<file path="src/m3i_pkg.sv">
`timescale 1ns / 1ps
`default_nettype none
// ----------------------------------------------------------------------------
// m3i_pkg: shared types and constants
// Element format, pipeline widths and item types of the 3x3 inverse core.
// ----------------------------------------------------------------------------
package m3i_pkg;

  localparam int ELEMENT_WIDTH = 32;
  localparam int FRACTION_BITS = 16;
  localparam int COF_WIDTH     = 2 * ELEMENT_WIDTH + 1;
  localparam int DET_WIDTH     = 3 * ELEMENT_WIDTH + 2;
  localparam int QUO_BITS      = ELEMENT_WIDTH + 1;
  localparam int NUM_WIDTH     = COF_WIDTH + 2 * FRACTION_BITS;
  localparam int THR_WIDTH     = 32;
  localparam int FIFO_DEPTH    = 2;
  localparam int THR_RESET     = 1;

  typedef enum logic [1:0] {
    STATUS_OK        = 2'd0,
    STATUS_SINGULAR  = 2'd1,
    STATUS_SATURATED = 2'd2
  } status_e;

  typedef struct packed {
    logic signed [ELEMENT_WIDTH-1:0] m00;
    logic signed [ELEMENT_WIDTH-1:0] m01;
    logic signed [ELEMENT_WIDTH-1:0] m02;
    logic signed [ELEMENT_WIDTH-1:0] m10;
    logic signed [ELEMENT_WIDTH-1:0] m11;
    logic signed [ELEMENT_WIDTH-1:0] m12;
    logic signed [ELEMENT_WIDTH-1:0] m20;
    logic signed [ELEMENT_WIDTH-1:0] m21;
    logic signed [ELEMENT_WIDTH-1:0] m22;
  } matrix_t;

  typedef struct packed {
    logic signed [ELEMENT_WIDTH-1:0] inv00;
    logic signed [ELEMENT_WIDTH-1:0] inv01;
    logic signed [ELEMENT_WIDTH-1:0] inv02;
    logic signed [ELEMENT_WIDTH-1:0] inv10;
    logic signed [ELEMENT_WIDTH-1:0] inv11;
    logic signed [ELEMENT_WIDTH-1:0] inv12;
    logic signed [ELEMENT_WIDTH-1:0] inv20;
    logic signed [ELEMENT_WIDTH-1:0] inv21;
    logic signed [ELEMENT_WIDTH-1:0] inv22;
    status_e                         status;
  } result_t;

  // classified item handed from front to back
  typedef struct packed {
    logic [8:0][COF_WIDTH-1:0] cof;
    logic [DET_WIDTH-1:0]      adet;
    logic                      det_neg;
    logic                      singular;
  } job_t;

endpackage
`default_nettype wire

</file>
<file path="src/m3i_fifo.sv">
`timescale 1ns / 1ps
`default_nettype none
// ----------------------------------------------------------------------------
// m3i_fifo: item queue between front and back
// Small register queue that decouples classification from division.
// ----------------------------------------------------------------------------
module m3i_fifo (
  input  wire logic           clk_i,
  input  wire logic           rst_ni,
  input  wire logic           push_i,
  input  wire m3i_pkg::job_t  data_i,
  input  wire logic           pop_i,
  output logic                empty_o,
  output logic                full_o,
  output m3i_pkg::job_t       data_o
);

  localparam int D  = m3i_pkg::FIFO_DEPTH;
  localparam int AW = (D > 1) ? $clog2(D) : 1;

  m3i_pkg::job_t     mem_q [D];
  logic [AW-1:0]     wr_q, rd_q;
  logic [AW:0]       cnt_q;
  logic              do_push, do_pop;

  assign empty_o = (cnt_q == '0);
  assign full_o  = (cnt_q == (AW+1)'(D));
  assign do_pop  = pop_i && !empty_o;
  assign do_push = push_i && (!full_o || do_pop);
  assign data_o  = mem_q[rd_q];

  always_ff @(posedge clk_i) begin
    if (do_push) begin
      mem_q[wr_q] <= data_i;
    end
  end

  always_ff @(posedge clk_i or negedge rst_ni) begin
    if (!rst_ni) begin
      wr_q  <= '0;
      rd_q  <= '0;
      cnt_q <= '0;
    end else begin
      if (do_push) begin
        wr_q <= (wr_q == AW'(D - 1)) ? '0 : wr_q + 1'b1;
      end
      if (do_pop) begin
        rd_q <= (rd_q == AW'(D - 1)) ? '0 : rd_q + 1'b1;
      end
      cnt_q <= cnt_q + (AW+1)'(do_push) - (AW+1)'(do_pop);
    end
  end

`ifndef SYNTHESIS
  a_no_overflow: assert property (@(posedge clk_i) disable iff (!rst_ni)
    !(push_i && full_o && !do_pop))
    else $error("queue overflow");
  a_no_underflow: assert property (@(posedge clk_i) disable iff (!rst_ni)
    pop_i |-> !empty_o)
    else $error("queue underflow");
  a_cnt_bound: assert property (@(posedge clk_i) disable iff (!rst_ni)
    cnt_q <= (AW+1)'(D))
    else $error("queue count out of range");
`endif

endmodule
`default_nettype wire

</file>
<file path="config.mk">
export PLATFORM = sky130hd
export DESIGN_NAME = m3i_fifo
export DESIGN_NICKNAME = d
export VERILOG_FILES = /design/src/m3i_pkg.sv /design/src/m3i_fifo.sv
export SDC_FILE = /design/constraint.sdc
export NUM_CORES = 1
export LEC_CHECK = 0
export BUFFER_PORTS_ARGS = -buffer_cell sky130_fd_sc_hd__buf_4
export CORE_AREA = 2 2 538 540
export DETAILED_ROUTE_END_ITERATION = 16
export DIE_AREA = 0 0 540 542
export GPL_TIMING_DRIVEN = 0
export PLACE_DENSITY_LB_ADDON = 0.1
export SLEW_MARGIN = 25
export SYNTH_ARGS = -nofsm -noshare
export SYNTH_HDL_FRONTEND = slang
export SYNTH_SLANG_ARGS = --single-unit
</file>
<file path="constraint.sdc">
create_clock -name clk_i -period 52.2 [get_ports clk_i]
set_clock_uncertainty 0.1 [all_clocks]
set_input_delay 13.05 -clock clk_i [delete_from_list [all_inputs] [get_ports clk_i]]
set_output_delay 13.05 -clock clk_i [all_outputs]
set_load 0.03 [all_outputs]
</file>
==> metrics.md <==
| Metric | Value |
|---|---|
| Outcome | finished clean |
| CTS Buf Count | 179 |
| Final min period | 15.95 ns |
| Global route total overflow | 0 |
| Syn. warnings | 0 |
| Pwr Total | 4550 uW |
| Critical Path Start | rd_q |
| Kind of critical path | register to output pin |
| Clock buffer depth | 4 |
| Commonest non-fill, non-tap cell in the layout | buf_4 |
| Critical Path Source Type | register |
| HP Class | register to register |
| Die ar. | 293000 um^2 |
| Largest fanout on the critical path | 10 |
| TritonCTS Sinks | 1374 |
| Row count | 197 |
| Worst-Margin Slew | 0.543 ns |
| Sum of negative setup slack | 0 ns |
| # Post-CTS Setup Buffers | 0 |
| Post-synth top area share | 0.826 |
| Crit path arrival time | 2.80 ns |
| CTS tree | yes |
| Post-Syn Area per Cell | 23.1 um^2 |
| PortBufs | 1375 |
| Core region area | 287000 um^2 |
| Area leader, netlist | edfxtp_1 |
| Mapped Area | 49800 um^2 |
| Nets@finish | 4488 |
| CTS Hold Bufs | 0 |
| Crit. End Element | output pin |
| Post-synthesis cell type count | 17 |
| Final antenna-violating net count | 0 |
| RSZ-0062 raised after global routing | false |
| Drc violations | 0 |
| Clk root buf | clkbuf_16 |
| First-pass GRT wire length | 259000 um |
| Max Transition Viols Final | 0 |
| I/O Pins | 1376 |
| Vias in the first global route | 29400 |
| Most used DFF post-synth | edfxtp_1 |
| Largest net degree at the start of global routing | 21 |
| Worst-path clk slew | 0.06 ns |
| Hold path startpoint | wr_q |
| Leakage | 0.0262 uW |
| TritonRoute pass-1 iters | 4 |
| GRT Util Overall | 0.129 |
| WL final | 195000 um |
| Max VDD drop | 0.0260 mV |
| Fmax | 0.0627 GHz |
| Final hold vios | 0 |
| Mapped Cells | 2155 |
| Resize count post-CTS | 0 |
| Clock Latency Late Sink | 0.83 ns |
| Starting Density | 0.174 |
| Iter 0 DRT Violations | 1152 |
| RR Startpoint | cnt_q[0] |
| Net Count, Synth | 2845 |
| Commonest cells after routing, fill and taps aside | 1376 x buf_4, 1370 x edfxtp_1, 685 x mux2_2 |
| Tcrit/Tclk final | 0.306 |
| Die Y | 542 um |
| GPL Wtd Cong | 0.734 |
| Synth async-reset ratio | 0.00291 |
| WL per Instance | 25.2 um |
| MaxCap Viol Count | 0 |
| Layout cell share with drive strength beyond 1 | 0.624 |
| Die width | 540 um |
| Synth area leaders | edfxtp_1 83%, mux2_2 15%, buf_6 1.4%, dfrtp_1 0.20%, buf_2 0.15% |
| Final setup fails | 0 |
| Ratio of total power to cell area | 62.7 nW/um^2 |
| Register area share after synthesis | 0.828 |
| Hold slack final | 0.457 ns |
| Worst Path Required | 39.05 ns |
| Max_slew headroom | 0.635 |
| #FFs+latches synth | 1374 |
| Initial antenna violation count | 76 |
| Synthesis-to-layout area growth | 45.5% |
| H-tree depth | 4 |
| Post-synth EDFFs | 1370 |
| DP Wirelength | 154000 um |
| Via count | 27000 |
| Avg Vias per Cell | 3.49 |
layout make-up:
cell class	count	area [um^2]
multi-input cells	703	7840
repair buffers	1462	12500
flip-flops and latches	1374	41200
plain buffers	76	758
fillers	29500	214000
well taps	3781	4730
clock buffers	228	4750
diodes	18	45.0
inverters	2	7.51
clock inverters	90	683
worst max-delay path: stages, from the launching register on:
cell and delay [ns]:
dfrtp_1 0.36, buf_4 0.39, buf_6 0.29, buf_6 0.21, mux2_2 0.48, buf_4 0.22
flip-flops by register name, summed over array words and instances (netlist names):
name / cells
cnt_q: 2
mem_q: 1370
rd_q: 1
wr_q: 1
path summary, 6_finish.rpt:
check	to	slack [ns]	cells after the start
min in group asynchronous	wr_q	11.91	1
max	data_o[487]	36.25	5
max reg2reg	mem_q[1][167]	48.32	14
max in group asynchronous	rd_q	39.98	1
min reg2reg	wr_q	0.46	1
min	wr_q	0.46	1
power breakdown:
group,internal (uW),switching (uW),total (uW)
sequential,1480,39.7,1520
combinational,712,1150,1860
clock,680,483,1160
per-layer routing:
layer | share of wire | wire (um) | GRT usage
met4 | 0.019 | 3760 | 0.0273
met2 | 0.50 | 97400 | 0.226
met3 | 0.14 | 27400 | 0.0842
met5 | 0.0020 | 397 | 0
met1 | 0.34 | 66000 | 0.126
Yosys cell counts, types with 2 or more instances:
| library cell | number |
|---|---|
| a21oi_1 | 2 |
| buf_2 | 15 |
| buf_6 | 60 |
| dfrtp_1 | 4 |
| edfxtp_1 | 1370 |
| inv_1 | 2 |
| mux2_2 | 685 |
| nand2_1 | 2 |
| nand2b_1 | 2 |
| nor2_1 | 4 |
| xnor2_1 | 3 |
stage by stage:
step	utilization	cell area (um^2)	cells	worst slack [ns]
after floorplan	-	49800	2155	8.87
after global placement	0.226	64900	7311	-18.21
after detailed placement	0.234	67000	7398	35.59
after CTS	0.253	72500	7716	36.00
after global routing	0.253	72500	7719	36.02
final	0.253	72500	7734	36.25
logic make-up after synthesis:
group,count (synthesis),share of synthesized area
AO/OA/AOI/OAI,4,0.000402
XOR/XNOR,4,0.000703
adder cells (fa/ha/maj),1,0.000251
buffers and inverters,78,0.0154
flip-flops,1374,0.828
multiplexers,685,0.155
AND/OR/NAND/NOR,9,0.000904
(Power assumes the default switching activity.)
